==> src/kmd_pkg.sv <==
`default_nettype none

package kmd_pkg;

    // Width of the scan word and of the per-key debounce counter.
    localparam int INPUT_BITS = 16;
    localparam int CNT_W      = 4;
    localparam int FIELD_W    = 2;

    localparam logic [CNT_W-1:0] COUNT_RESET = 4'd3;

    // One memory entry per key.
    typedef struct packed {
        logic [CNT_W-1:0] cnt;
        logic             mark;
    } entry_t;

endpackage

`default_nettype wire

==> src/keypad_matrix_debounce_top.sv <==
// Debounced scanner for a NUM_ROWS x NUM_COLS key matrix.
// Input channel (s_valid / s_ready): one item is one full scan, s_pressed_bits,
// bit col*NUM_ROWS+row set when that key reads pressed.
// Result channel (m_valid / m_ready): exactly one item per scan, carrying
// m_key_valid and the row and column of the newly debounced key, or zeros.
// cfg_we / cfg_wdata write the press threshold (reset value 3); write it only
// while no scan is in flight.
// Per-key counters and reported marks live in a one-port-read, one-port-write
// memory. Each key's entry is read in the cycle before that key is processed
// and is written back while the next key is fetched. The walk stops at the
// first key that is reported.
// A new scan is accepted only once the previous scan's result has been loaded
// into the output register.
// Reset clears all counters and marks at once through per-entry valid bits,
// so the block is ready in the first cycle after reset.
// A stalled receiver holds the result in the output register; the next scan
// can be accepted and walked meanwhile, and its result waits until the
// output register frees up.
`default_nettype none

module keypad_matrix_debounce_top
    import kmd_pkg::*;
#(
    parameter int NUM_ROWS = 4,
    parameter int NUM_COLS = 4
) (
    input  wire logic                  aclk,
    input  wire logic                  aresetn,
    input  wire logic                  cfg_we,
    input  wire logic [CNT_W-1:0]      cfg_wdata,
    input  wire logic                  s_valid,
    output logic                       s_ready,
    input  wire logic [INPUT_BITS-1:0] s_pressed_bits,
    output logic                       m_valid,
    input  wire logic                  m_ready,
    output logic                       m_key_valid,
    output logic [FIELD_W-1:0]         m_key_row,
    output logic [FIELD_W-1:0]         m_key_col
);

    localparam int NUM_KEYS = NUM_ROWS * NUM_COLS;
    localparam int KEY_W    = (NUM_KEYS > 1) ? $clog2(NUM_KEYS) : 1;
    localparam int ROW_W    = (NUM_ROWS > 1) ? $clog2(NUM_ROWS) : 1;
    localparam int COL_W    = (NUM_COLS > 1) ? $clog2(NUM_COLS) : 1;

    logic [CNT_W-1:0] press_thresh_reg;
    logic             rd_en;
    logic [KEY_W-1:0] rd_addr;
    entry_t           rd_data;
    logic             wr_en;
    logic [KEY_W-1:0] wr_addr;
    entry_t           wr_data;

    always_ff @(posedge aclk) begin
        if (!aresetn) begin
            press_thresh_reg <= COUNT_RESET;
        end else if (cfg_we) begin
            press_thresh_reg <= cfg_wdata;
        end
    end

    kmd_key_mem #(
        .DEPTH  (NUM_KEYS),
        .ADDR_W (KEY_W)
    ) u_mem (
        .aclk    (aclk),
        .aresetn (aresetn),
        .rd_en   (rd_en),
        .rd_addr (rd_addr),
        .rd_data (rd_data),
        .wr_en   (wr_en),
        .wr_addr (wr_addr),
        .wr_data (wr_data)
    );

    kmd_scan_ctrl #(
        .NUM_ROWS (NUM_ROWS),
        .NUM_COLS (NUM_COLS),
        .NUM_KEYS (NUM_KEYS),
        .KEY_W    (KEY_W),
        .ROW_W    (ROW_W),
        .COL_W    (COL_W)
    ) u_ctrl (
        .aclk           (aclk),
        .aresetn        (aresetn),
        .press_thresh   (press_thresh_reg),
        .s_valid        (s_valid),
        .s_ready        (s_ready),
        .s_pressed_bits (s_pressed_bits),
        .m_valid        (m_valid),
        .m_ready        (m_ready),
        .m_key_valid    (m_key_valid),
        .m_key_row      (m_key_row),
        .m_key_col      (m_key_col),
        .rd_en          (rd_en),
        .rd_addr        (rd_addr),
        .rd_data        (rd_data),
        .wr_en          (wr_en),
        .wr_addr        (wr_addr),
        .wr_data        (wr_data)
    );

endmodule

`default_nettype wire

==> src/kmd_key_mem.sv <==
`default_nettype none

module kmd_key_mem
    import kmd_pkg::*;
#(
    parameter int DEPTH  = 16,
    parameter int ADDR_W = 4
) (
    input  wire logic              aclk,
    input  wire logic              aresetn,
    input  wire logic              rd_en,
    input  wire logic [ADDR_W-1:0] rd_addr,
    output entry_t                 rd_data,
    input  wire logic              wr_en,
    input  wire logic [ADDR_W-1:0] wr_addr,
    input  wire entry_t            wr_data
);

    entry_t           mem [DEPTH];
    logic [DEPTH-1:0] valid_reg;
    entry_t           rd_data_reg;
    logic             rd_valid_reg;

    // Entries never written since reset read as zero through their valid bit.
    always_ff @(posedge aclk) begin
        if (!aresetn) begin
            valid_reg <= '0;
        end else if (wr_en) begin
            valid_reg[wr_addr] <= 1'b1;
        end
    end

    always_ff @(posedge aclk) begin
        if (wr_en) begin
            mem[wr_addr] <= wr_data;
        end
    end

    always_ff @(posedge aclk) begin
        if (rd_en) begin
            rd_data_reg  <= mem[rd_addr];
            rd_valid_reg <= valid_reg[rd_addr];
        end
    end

    assign rd_data = rd_valid_reg ? rd_data_reg : '0;

endmodule

`default_nettype wire

==> src/kmd_scan_ctrl.sv <==
`default_nettype none

module kmd_scan_ctrl
    import kmd_pkg::*;
#(
    parameter int NUM_ROWS = 4,
    parameter int NUM_COLS = 4,
    parameter int NUM_KEYS = 16,
    parameter int KEY_W    = 4,
    parameter int ROW_W    = 2,
    parameter int COL_W    = 2
) (
    input  wire logic                  aclk,
    input  wire logic                  aresetn,
    input  wire logic [CNT_W-1:0]      press_thresh,
    input  wire logic                  s_valid,
    output logic                       s_ready,
    input  wire logic [INPUT_BITS-1:0] s_pressed_bits,
    output logic                       m_valid,
    input  wire logic                  m_ready,
    output logic                       m_key_valid,
    output logic [FIELD_W-1:0]         m_key_row,
    output logic [FIELD_W-1:0]         m_key_col,
    output logic                       rd_en,
    output logic [KEY_W-1:0]           rd_addr,
    input  wire entry_t                rd_data,
    output logic                       wr_en,
    output logic [KEY_W-1:0]           wr_addr,
    output entry_t                     wr_data
);

    typedef enum logic [1:0] {
        ST_IDLE,
        ST_SCAN,
        ST_DONE
    } state_t;

    state_t                  state_reg;
    logic [INPUT_BITS-1:0]   bits_reg;
    logic [KEY_W-1:0]        key_reg;
    logic [ROW_W-1:0]        row_reg;
    logic [COL_W-1:0]        col_reg;
    logic                    hit_reg;
    logic [FIELD_W-1:0]      res_row_reg;
    logic [FIELD_W-1:0]      res_col_reg;
    logic                    m_valid_reg;
    logic                    m_key_valid_reg;
    logic [FIELD_W-1:0]      m_key_row_reg;
    logic [FIELD_W-1:0]      m_key_col_reg;

    logic [NUM_KEYS-1:0]     down_vec;
    logic                    down;
    logic [CNT_W-1:0]        cnt_next;
    logic                    hit;
    logic                    last_key;
    logic                    accept;
    logic                    load_out;

    // Keys beyond the scan word always read released.
    for (genvar k = 0; k < NUM_KEYS; k++) begin : g_down
        if (k < INPUT_BITS) begin : g_in
            assign down_vec[k] = bits_reg[k];
        end else begin : g_out
            assign down_vec[k] = 1'b0;
        end
    end

    assign down     = down_vec[key_reg];
    assign last_key = (key_reg == KEY_W'(NUM_KEYS - 1));
    assign accept   = s_valid && s_ready;
    assign s_ready  = (state_reg == ST_IDLE);
    assign load_out = (state_reg == ST_DONE) && (!m_valid_reg || m_ready);

    // Read-modify-write of the entry that came back from memory this cycle.
    always_comb begin
        cnt_next = rd_data.cnt;
        if (rd_data.cnt < press_thresh) begin
            cnt_next = CNT_W'(rd_data.cnt + 1'b1);
        end
        hit = down && (cnt_next == press_thresh) && !rd_data.mark;
        wr_en   = (state_reg == ST_SCAN);
        wr_addr = key_reg;
        if (down) begin
            wr_data.cnt  = cnt_next;
            wr_data.mark = rd_data.mark || hit;
        end else begin
            wr_data = '0;
        end
    end

    // The next key is fetched while the current one is written back.
    always_comb begin
        rd_en   = accept || ((state_reg == ST_SCAN) && !hit && !last_key);
        rd_addr = (state_reg == ST_IDLE) ? '0 : KEY_W'(key_reg + 1'b1);
    end

    always_ff @(posedge aclk) begin
        if (!aresetn) begin
            state_reg       <= ST_IDLE;
            m_valid_reg     <= 1'b0;
            key_reg         <= '0;
            row_reg         <= '0;
            col_reg         <= '0;
            hit_reg         <= 1'b0;
        end else begin
            if (load_out) begin
                m_valid_reg <= 1'b1;
            end else if (m_ready) begin
                m_valid_reg <= 1'b0;
            end
            case (state_reg)
                ST_IDLE: begin
                    if (accept) begin
                        bits_reg  <= s_pressed_bits;
                        key_reg   <= '0;
                        row_reg   <= '0;
                        col_reg   <= '0;
                        state_reg <= ST_SCAN;
                    end
                end
                ST_SCAN: begin
                    if (hit || last_key) begin
                        hit_reg     <= hit;
                        res_row_reg <= hit ? FIELD_W'(row_reg) : '0;
                        res_col_reg <= hit ? FIELD_W'(col_reg) : '0;
                        state_reg   <= ST_DONE;
                    end else begin
                        key_reg <= KEY_W'(key_reg + 1'b1);
                        if (row_reg == ROW_W'(NUM_ROWS - 1)) begin
                            row_reg <= '0;
                            col_reg <= COL_W'(col_reg + 1'b1);
                        end else begin
                            row_reg <= ROW_W'(row_reg + 1'b1);
                        end
                    end
                end
                ST_DONE: begin
                    if (load_out) begin
                        m_key_valid_reg <= hit_reg;
                        m_key_row_reg   <= res_row_reg;
                        m_key_col_reg   <= res_col_reg;
                        state_reg       <= ST_IDLE;
                    end
                end
                default: begin
                    state_reg <= ST_IDLE;
                end
            endcase
        end
    end

    assign m_valid     = m_valid_reg;
    assign m_key_valid = m_key_valid_reg;
    assign m_key_row   = m_key_row_reg;
    assign m_key_col   = m_key_col_reg;

endmodule

`default_nettype wire

==> config.mk <==
export PLATFORM = sky130hd
export DESIGN_NAME = keypad_matrix_debounce_top
export DESIGN_NICKNAME = d
export VERILOG_FILES = /design/src/kmd_pkg.sv /design/src/keypad_matrix_debounce_top.sv /design/src/kmd_key_mem.sv /design/src/kmd_scan_ctrl.sv
export SDC_FILE = /design/constraint.sdc
export NUM_CORES = 1
export LEC_CHECK = 0
export ABC_AREA = 1
export BUFFER_PORTS_ARGS = -buffer_cell sky130_fd_sc_hd__clkbuf_2
export CAP_MARGIN = 25
export CORE_MARGIN = 3
export CORE_UTILIZATION = 61
export DETAILED_ROUTE_END_ITERATION = 6
export GPL_TIMING_DRIVEN = 0
export PLACE_DENSITY = 0.79
export SYNTH_ARGS = -nofsm -noshare
export SYNTH_HDL_FRONTEND = slang
export SYNTH_HIERARCHICAL = 1
export SYNTH_SLANG_ARGS = --single-unit
==> constraint.sdc <==
create_clock -name aclk -period 3.8 [get_ports aclk]
set_clock_uncertainty 0.2 [all_clocks]
set_input_delay 0.76 -clock aclk [delete_from_list [all_inputs] [get_ports aclk]]
set_output_delay 0.76 -clock aclk [all_outputs]
set_load 0.01 [all_outputs]
==> summary.txt, run 1 <==
outcome - finished clean
First DRT Iteration DRCs - 534
Area Growth Syn to Fin - 14.3%
period utilisation layout - 0.799
largest cells by area after synthesis - edfxtp_1 (51%), nand2_1 (11%), dfxtp_1 (9.7%), nand3_1 (8.3%), inv_1 (7.8%)
Remaining DRCs - 0
Num Clock Sinks - 143
I/O Pins - 32
CP most frequent cell - nand2_1
Starting Density - 0.631
crit path capture type - flop
Yosys warning count - 6
Peak VDD IR - 479 µV
CTS tree - done
die width - 110 µm
PostCTS Resize Cnt - 0
pwr dens - 584 nW/µm²
cells along the critical path - nand2_1 -> inv_1 -> ha_1 -> a21oi_4 -> and2_1 -> nand2_1 -> nand2_2 -> nand2_1 -> nand2_1 -> nand2_1 -> nor2_2 -> nand3_4 -> nand2_2 -> nand2_4 -> nor2_1
Slew headroom - 0.515
H-tree depth - 4
Tmin final - 3.04 ns
Initial DRT Pass Iterations - 7
Hold WS - 0.206 ns
max-cap violation count - 0
startpoint types - flop
fmax - 0.329 GHz
first-pass GRT wire length - 22700 µm
Max Slew Vio Count - 0
via count - 4949
Site Rows - 37
Slowest-stage cell, CP - edfxtp_1
worst setup margin - 0.765 ns
max FFs per register - 80
Critical Path RT - 3.81 ns
largest net degree at the start of global routing - 17
setup TNS - 0 ns
commonest non-fill, non-tap cells in the layout - nand2_1 (193), inv_1 (136), edfxtp_1 (111), nand3_1 (109), nor2_1 (55)
Crit Path Max Fanout - 7
Clock Path Buffers - 2
Core Area - 10400 µm²
# hold bufs at CTS - 0
#FFs+latches synth - 143
met1 GRT Util - 0.332
GRT Util Overall - 0.256
Final #Nets - 812
clk slew on worst S/H paths - 0.06 ns
Hold Crit Class - input port to flop
final non-filler cell total - 930
Worst-Margin Slew - 0.722 ns
busiest layer in global routing - met2
Mapped Avg Cell Area - 9.06 µm²
WL final - 14400 µm
kind of critical path - flop to flop
Synth cell types - 33
WL per Instance - 15.5 µm
Post-CTS Setup Repair Bufs - 0
RSZ-0062 raised after global routing - no
I/O Buffers - 31
cells after synthesis - 725
grt met2 use - 0.409
Synthesized Nets - 756
vias in the first global route - 4658
GP Congestion - 0.933
Clk Latency, worst-skew pair - 0.53 ns
Final Util - 0.721
crit-path max cell delay - 0.46 ns
post-synth design cell area - 6570 µm²
endpoints failing setup - 0
Synth area leader - edfxtp_1
Detail Route Antenna Nets - 0
Fin. Hold Viols - 0
hpwl dp - 10300 µm
register area share after synthesis - 0.605
initial antenna violation count - 0
placed cell count - 898
Yosys top cell area share - 0.507
Die ar. - 12100 µm²
share of layout cells above drive strength 1 - 0.140
height of the die - 110 µm
Lkg Pwr - 0.00340 µW
met3 GRT Util - 0.0634
CP Data Arrival Time - 3.04 ns
Place WS - 0.799 ns
root buffer cell - clkbuf_8
cts bufs inserted - 17
via-per-instance ratio - 5.32
# diodes - 0
commonest non-fill, non-tap cell in the layout - nand2_1
grt total ovfl - 0
-- worst paths after layout --
| check | slack [ns] | depth (start not counted) | from | endpoint |
|---|---|---|---|---|
| setup reg to reg | 0.76 | 15 | u_mem/rd_valid_reg$_DFFE_PP_ | u_ctrl/res_row_reg[0]$_SDFFCE_PN0P_ |
| hold reg to reg | 0.22 | 0 | u_ctrl/res_col_reg[1]$_SDFFCE_PN0P_ | u_ctrl/m_key_col[1]$_DFFE_PP_ |
| setup / recovery | 0.76 | 15 | u_mem/rd_valid_reg$_DFFE_PP_ | u_ctrl/res_row_reg[0]$_SDFFCE_PN0P_ |
| hold / removal | 0.21 | 1 | s_pressed_bits[11] | u_ctrl/bits_reg[11]$_DFFE_PP_ |
-- metrics by stage --
stage,instance area (µm²),power [µW]
after floorplan,6570,2520
after global placement,6900,2740
after detailed placement,6940,2800
after CTS,7510,4380
after global routing,7510,4570
final,7510,4380
-- worst max-delay path: cells and delay by family (launching register included) --
kind / cells / cell delay, ns
compound gates: 1 / 0.24
fa+ha+maj: 1 / 0.35
buf+inv: 1 / 0.06
flops: 1 / 0.46
simple gates: 12 / 1.40
-- metal layers --
metal,vias up,routed length [µm]
li1,2420,-
met1,2300,6030
met2,191,7010
met3,38,1030
met4,0,324
met5,-,0
-- layout make-up --
cell class | count | area (µm²)
multi-input combinational | 419 | 1960
buffer | 19 | 90.1
clock inverter | 13 | 146
tap | 136 | 170
inverter | 144 | 546
timing repair buffer | 37 | 200
clock buffer | 19 | 422
sequential | 143 | 3970
fill | 765 | 2910
-- synthesized netlist by cell type, drive strengths merged --
cell type  number
nand3         111
nand2         201
dfxtp          32
xor2            1
nor2           63
o21ai           7
ha              6
a22oi           1
nand4           2
nor3            6
a21oi          17
inv           143
buf            15
clkbuf          4
xnor2           1
nand3b          1
clkinv          1
nor4            1
and2            1
edfxtp        111
-- power by group --
part           leakage [µW]  switching [µW]  internal, µW  total (µW)
clock              0.000276             600           988        1590
sequential          0.00128            45.4          1870        1910
combinational       0.00184             629           254         883
total               0.00340            1270          3110        4380
-- cell families after synthesis --
group	count (synthesis)	synth area share
xor gates and xnor gates	2	0.00267
adders and majority gates	6	0.0114
AOI/OAI and AO/OA	25	0.0217
and+or+nand+nor	386	0.263
DFF	143	0.605
buffers and inverters	163	0.0967
(Power assumes the default switching activity.)
==> inputs of run 2 (changes only) <==
CORE_UTILIZATION = 55   (was 61)
PLACE_DENSITY = 0.75   (was 0.79)
clock period = 2.6 ns   (was 3.8 ns; I/O delays follow)
==> run 2 against run 1 <==
  * Non-clock buffer count up 13
  * Core utilization down 3.2 points
  * Die area up 10%
  * Largest power group unchanged
  * Highest routed layer unchanged
  * The run now ends with setup timing left
==> summary.txt, run 2 (synthesis results as in run 1) <==
largest net degree at the start of global routing - 17 (unchanged)
startpoint types - flop
Tmin final - 2.76 ns (-0.274 ns)
Place WS - -0.487 ns (-1.29 ns)
Starting Density - 0.568 (-0.0627)
CP most frequent cell - nand2_4
cts bufs inserted - 17 (unchanged)
I/O Buffers - 31 (unchanged)
max FFs per register - 80 (unchanged)
Critical Path RT - 2.75 ns (-1.06 ns)
WL per Instance - 16.3 µm (+5.6%)
commonest non-fill, non-tap cell in the layout - nand2_1
first-pass GRT wire length - 24400 µm (+7.5%)
Comb pwr share - 0.241 (+0.040)
height of the die - 115 µm (+5.0%)
max-cap violation count - 0 (unchanged)
Num Clock Sinks - 143 (unchanged)
CTS tree - done
DP Area - 6960 µm² (+0.31%)
crit-path max cell delay - 0.45 ns (about the same)
Core Area - 11600 µm² (+11%)
I/O Pins - 32 (unchanged)
Clk Latency, worst-skew pair - 0.43 ns (-0.10 ns)
part of the power in registers - 0.405 (-0.031)
Detail Route Antenna Nets - 0 (unchanged)
clk slew on worst S/H paths - 0.06 ns (about the same)
internal power - 4850 µW (+56%)
Site Rows - 39 (+5.4%)
Remaining DRCs - 0 (unchanged)
failing checks - setup timing
Max Slew Vio Count - 0 (unchanged)
GRT Util Overall - 0.244 (-0.0116)
Area Growth Syn to Fin - 21.2%
die width - 115 µm (+5.0%)
Initial DRT Pass Iterations - 5 (-2)
Pwr Total - 6920 µW (+58%)
crit path capture type - flop
fmax - 0.362 GHz (+9.9%)
# hold bufs at CTS - 0 (unchanged)
Net Switching - 2070 µW (+63%)
Crit Path Max Fanout - 5 (-2)
Slowest-stage cell, CP - edfxtp_1
period utilisation layout - 1.06 (+0.263)
GP Congestion - 0.895 (-4.1%)
setup TNS - -2.71 ns (-2.71 ns)
# diodes - 0 (unchanged)
Non-Filler Cell Area, Final - 7970 µm² (+6.1%)
Clock Path Buffers - 2 (unchanged)
worst setup margin - -0.161 ns (-0.926 ns)
Hold Crit Class - input port to flop
kind of critical path - flop to flop
CP Data Arrival Time - 2.92 ns (-0.12 ns)
clock share of power - 0.355 (-0.007)
root buffer cell - clkbuf_16
vias in the first global route - 4916 (+5.5%)
cells along the critical path - buf_6 -> nand2_4 -> inv_4 -> buf_4 -> ha_1 -> inv_1 -> nand3_1 -> nand3_1 -> nand3_2 -> nor2_4 -> nand3_4 -> nand2_4 -> nand2_4 -> buf_6 -> nand2_4 -> nand2_4 -> a21oi_4
H-tree depth - 4 (unchanged)
Final #Nets - 826 (+1.7%)
Slew headroom - 0.462 (-0.0533)
FILL cells - 844 (+10%)
outcome - complete, but fails checks
switching part of the total - 0.300 (+0.00877)
initial antenna violation count - 0 (unchanged)
RSZ-0062 raised after global routing - yes
via count - 5121 (+3.5%)
commonest non-fill, non-tap cells in the layout - nand2_1 (176), inv_1 (132), edfxtp_1 (111), nand3_1 (102), nor2_1 (43)
Die ar. - 13300 µm² (+10%)
share of layout cells above drive strength 1 - 0.226 (+0.0867)
Lkg Pwr - 0.00353 µW (+4.0%)
grt total ovfl - 0 (unchanged)
Worst-Margin Slew - 0.801 ns (+0.0793 ns)
Fin. Hold Viols - 0 (unchanged)
Peak VDD IR - 697 µV (+46%)
WL final - 15500 µm (+8.0%)
First DRT Iteration DRCs - 529 (-0.94%)
via-per-instance ratio - 5.38 (+1.2%)
endpoints failing setup - 36 (+36)
hpwl dp - 10200 µm (-0.86%)
pwr dens - 868 nW/µm² (+49%)
## run 2: what timing repair did
action / 4_1_cts / 5_1_grt
resized for setup: 33 / 41
pin swaps: 16 / 22
buffers inserted: 10 / 4
gates cloned: 1 / 0
setup endpoints to repair: 37 / 77
## run 2: metrics by stage
stage / hold WS [ns] / utilization / std cells
2_1_floorplan: 0.200 / - / 725
3_3_place_gp: 0.203 / 0.599 / 899
3_5_place_dp: 0.208 / 0.602 / 904
4_1_cts: 0.0585 / 0.675 / 947
5_1_grt: 0.0553 / 0.689 / 951
6_report: 0.0708 / 0.689 / 951
## run 2: final timing paths
check                                                          from                        endpoint  slack (ns)  cells after the start
worst max register to register         u_mem/rd_valid_reg$_DFFE_PP_  u_ctrl/col_reg[0]$_SDFFE_PN0P_       -0.16                     17
worst min-delay path                             s_pressed_bits[14]   u_ctrl/bits_reg[14]$_DFFE_PP_        0.07                      1
worst max-delay path                   u_mem/rd_valid_reg$_DFFE_PP_  u_ctrl/col_reg[0]$_SDFFE_PN0P_       -0.16                     17
worst min register to register  u_ctrl/res_col_reg[0]$_SDFFCE_PN0P_   u_ctrl/m_key_col[0]$_DFFE_PP_        0.22                      0
## run 2: cell type report
cell class	instances	area [µm²]	area share
clock buffers	23	509	0.0639
well taps	143	179	0.0225
inverters	144	556	0.0697
multi-input cells	420	2220	0.279
flip-flops and latches	143	3970	0.499
clock inverters	9	105	0.0132
repair buffers	50	329	0.0413
plain buffers	19	93.8	0.0118
## run 2: metal layers
layer,vias to the layer above,track usage,wire [µm],part of all wire
li1,2443,-,-,-
met1,2434,0.311,6470,0.42
met2,207,0.394,7530,0.48
met3,37,0.0695,1160,0.074
met5,-,0,0,0
met4,0,0.103,386,0.025
## run 2: power by group through the flow
stage	Clock [µW]	Combinational [µW]	Sequential, µW
after global placement	0	1190	2840
after CTS	2470	1480	2790
after global routing	2580	1810	2810
after floorplan	0	868	2820
after detailed placement	0	1280	2840
final	2450	1660	2800
## run 2: worst max-delay path, delay by kind of cell (launching register included)
| kind | cells | cell delay (ns) |
|---|---|---|
| AND/OR/NAND/NOR | 10 | 0.92 |
| buffers and inverters | 5 | 0.63 |
| flip-flops | 1 | 0.45 |
| adder cells (fa/ha/maj) | 1 | 0.34 |
| AO/OA/AOI/OAI | 1 | 0.15 |
==> inputs of run 3 (changes only) <==
CORE_UTILIZATION = 61   (was 55)
MAX_ROUTING_LAYER = met4   (was default)
PLACE_DENSITY = 0.79   (was 0.75)
SETUP_SLACK_MARGIN = 0.2   (was default)
clock period = 2.8 ns   (was 2.6 ns; I/O delays follow)
==> run 3 against run 2 <==
  * The flow now finishes without violations
  * Non-clock buffer count increased by 12
  * Worst hold slack worse by 0.056 ns
  * Worst setup slack improved by 0.33 ns
  * Critical endpoint is now u_ctrl/res_col_reg[1]$_SDFFCE_PN0P_
==> summary.txt, run 3 (synthesis results as in run 1) <==
Fin. Hold Viols - 0 (unchanged)
largest net degree at the start of global routing - 17 (unchanged)
Worst-Margin Slew - 0.777 ns (-0.0246 ns)
cells along the critical path - nand2_1 -> inv_2 -> ha_4 -> a21oi_4 -> buf_6 -> nand2_8 -> nand2_4 -> nand2_4 -> nand2_2 -> nand2_2 -> nor2_4 -> nand3_4 -> nand2_4 -> nand2_4 -> nor2_4
Area Growth Syn to Fin - 21.7%
endpoints failing setup - 0 (-100%)
crit-path max cell delay - 0.47 ns (+0.02 ns)
worst r2r src - u_mem/rd_valid_reg$_DFFE_PP_
Final #Nets - 838 (+1.5%)
worst reg2reg path depth - 15 (-2)
die width - 110 µm (-4.8%)
setup TNS - 0 ns (+2.71 ns)
RSZ-0062 raised after global routing - yes
internal power - 4340 µW (-10%)
CP Data Arrival Time - 2.67 ns (-0.25 ns)
period utilisation layout - 0.941 (-0.121)
fmax - 0.380 GHz (+4.8%)
GRT Util Overall - 0.280 (+0.0358)
First DRT Iteration DRCs - 519 (-1.9%)
clk slew on worst S/H paths - 0.06 ns (about the same)
I/O Pins - 32 (unchanged)
grt total ovfl - 0 (unchanged)
first-pass GRT wire length - 24400 µm (-0.28%)
FILL cells - 660 (-22%)
Peak VDD IR - 554 µV (-20%)
cts bufs inserted - 17 (unchanged)
Max Slew Vio Count - 0 (unchanged)
Core Area - 10400 µm² (-9.9%)
R2R setup slack - 0.17 ns (+0.33 ns)
Critical Path RT - 2.83 ns (+0.08 ns)
max FFs per register - 80 (unchanged)
Critical Path Start - u_mem/rd_valid_reg$_DFFE_PP_
Hold Crit Class - input port to flop
Crit path depth - 15 (-2)
pwr dens - 787 nW/µm² (-9.4%)
H-tree depth - 4 (unchanged)
startpoint types - flop
Place WS - -0.268 ns (+0.219 ns)
commonest non-fill, non-tap cells in the layout - nand2_1 (177), inv_1 (132), edfxtp_1 (111), nand3_1 (102), nor2_1 (48)
height of the die - 110 µm (-4.8%)
initial antenna violation count - 0 (unchanged)
Starting Density - 0.631 (+0.0627)
outcome - finished clean
CP most frequent cell - nand2_4
WL per Instance - 16.7 µm (+2.4%)
Clock Path Buffers - 2 (unchanged)
Die ar. - 12100 µm² (-9.3%)
switching part of the total - 0.311 (+0.0111)
Slew headroom - 0.478 (+0.0162)
# diodes - 0 (unchanged)
Num Clock Sinks - 143 (unchanged)
kind of critical path - flop to flop
Top delay family on crit path - simple AND/OR/NAND/NOR gates
root buffer cell - clkbuf_8
Clk Latency, worst-skew pair - 0.52 ns (+0.09 ns)
Detail Route Antenna Nets - 0 (unchanged)
worst path bufs/invs - 2 (-3)
Lkg Pwr - 0.00354 µW (+0.11%)
via count - 5182 (+1.2%)
I/O Buffers - 31 (unchanged)
Tmin final - 2.63 ns (-0.127 ns)
WL final - 16000 µm (+2.9%)
Pwr Total - 6290 µW (-9.0%)
CTS tree - done
Crit Path Max Fanout - 5 (unchanged)
Comb pwr share - 0.246 (+0.005)
max-cap violation count - 0 (unchanged)
worst setup margin - 0.165 ns (+0.327 ns)
Hold WS - 0.0150 ns (-0.0558 ns)
Slowest-stage cell, CP - edfxtp_1
GP Congestion - 0.937 (+4.8%)
commonest non-fill, non-tap cell in the layout - nand2_1
hpwl dp - 10400 µm (+1.5%)
DP Area - 6950 µm² (-0.13%)
via-per-instance ratio - 5.42 (+0.66%)
Remaining DRCs - 0 (unchanged)
crit path capture type - flop
clock share of power - 0.341 (-0.014)
Site Rows - 37 (-5.1%)
share of layout cells above drive strength 1 - 0.206 (-0.0204)
Non-Filler Cell Area, Final - 8000 µm² (+0.41%)
Net Switching - 1960 µW (-5.6%)
vias in the first global route - 4846 (-1.4%)
Initial DRT Pass Iterations - 6 (+1)
crit path capture - u_ctrl/res_col_reg[1]$_SDFFCE_PN0P_
part of the power in registers - 0.413 (+0.008)
FF-to-FF End - u_ctrl/res_col_reg[1]$_SDFFCE_PN0P_
==> run 3: cell count changes in the layout (fill, tap and decap cells not counted), moves of 4 or more <==
cell / change
nand2_4: -4
o21ai_2: -6
nor2_1: +5
dlygate4sd3_1: +13
nor2_2: -5
o21ai_1: +6
==> run 3: metal layers <==
metal | global-route usage | part of all wire | vias up
li1 | - | - | 2469
met1 | 0.363 | 0.41 | 2421
met2 | 0.439 | 0.49 | 243
met3 | 0.0482 | 0.074 | 49
met4 | 0.117 | 0.028 | 0
met5 | - | 0 | -
==> run 3: layout make-up <==
type / count / area (µm²) / share of cell area
inverter: 144 / 546 / 0.0682
timing repair buffer: 62 / 444 / 0.0555
sequential: 143 / 3970 / 0.497
tap: 136 / 170 / 0.0213
clock buffer: 21 / 472 / 0.0590
buffer: 19 / 93.8 / 0.0117
multi-input combinational: 420 / 2190 / 0.274
clock inverter: 11 / 106 / 0.0133
==> run 3: worst min-delay path by stage <==
stage                                                   start                            end  slack [ns]  cells past startpoint
after floorplan           u_ctrl/res_col_reg[0]$_SDFFCE_PN0P_  u_ctrl/m_key_col[0]$_DFFE_PP_        0.20                      0
after global placement    u_ctrl/res_col_reg[0]$_SDFFCE_PN0P_  u_ctrl/m_key_col[0]$_DFFE_PP_        0.21                      0
after detailed placement  u_ctrl/res_row_reg[1]$_SDFFCE_PN0P_  u_ctrl/m_key_row[1]$_DFFE_PP_        0.21                      0
after CTS                                  s_pressed_bits[15]  u_ctrl/bits_reg[15]$_DFFE_PP_      0.0001                      1
after global routing                       s_pressed_bits[15]  u_ctrl/bits_reg[15]$_DFFE_PP_       0.004                      1
final                                      s_pressed_bits[15]  u_ctrl/bits_reg[15]$_DFFE_PP_        0.01                      1
==> run 3: what timing repair did <==
action,4_1_cts,5_1_grt
setup endpoints to repair,37,80
buffers inserted,9,4
hold buffers,13,0
gates resized for setup,9,48
hold endpoints to repair,13,0
cloned,0,1
pin swaps,8,11
==> run 3: power by group through the flow <==
stage / clock, µW / combinational, µW / sequential, µW
final: 2140 / 1550 / 2600
after global routing: 2260 / 1690 / 2610
after CTS: 2170 / 1320 / 2590
after detailed placement: 0 / 1190 / 2640
after global placement: 0 / 1100 / 2640
after floorplan: 0 / 806 / 2620
==> run 3: metrics by stage <==
step                      std cells  utilization
final                           956        0.768
after global routing            956        0.768
after CTS                       951        0.747
after detailed placement        897        0.668
after global placement          892        0.664
after floorplan                 725            -
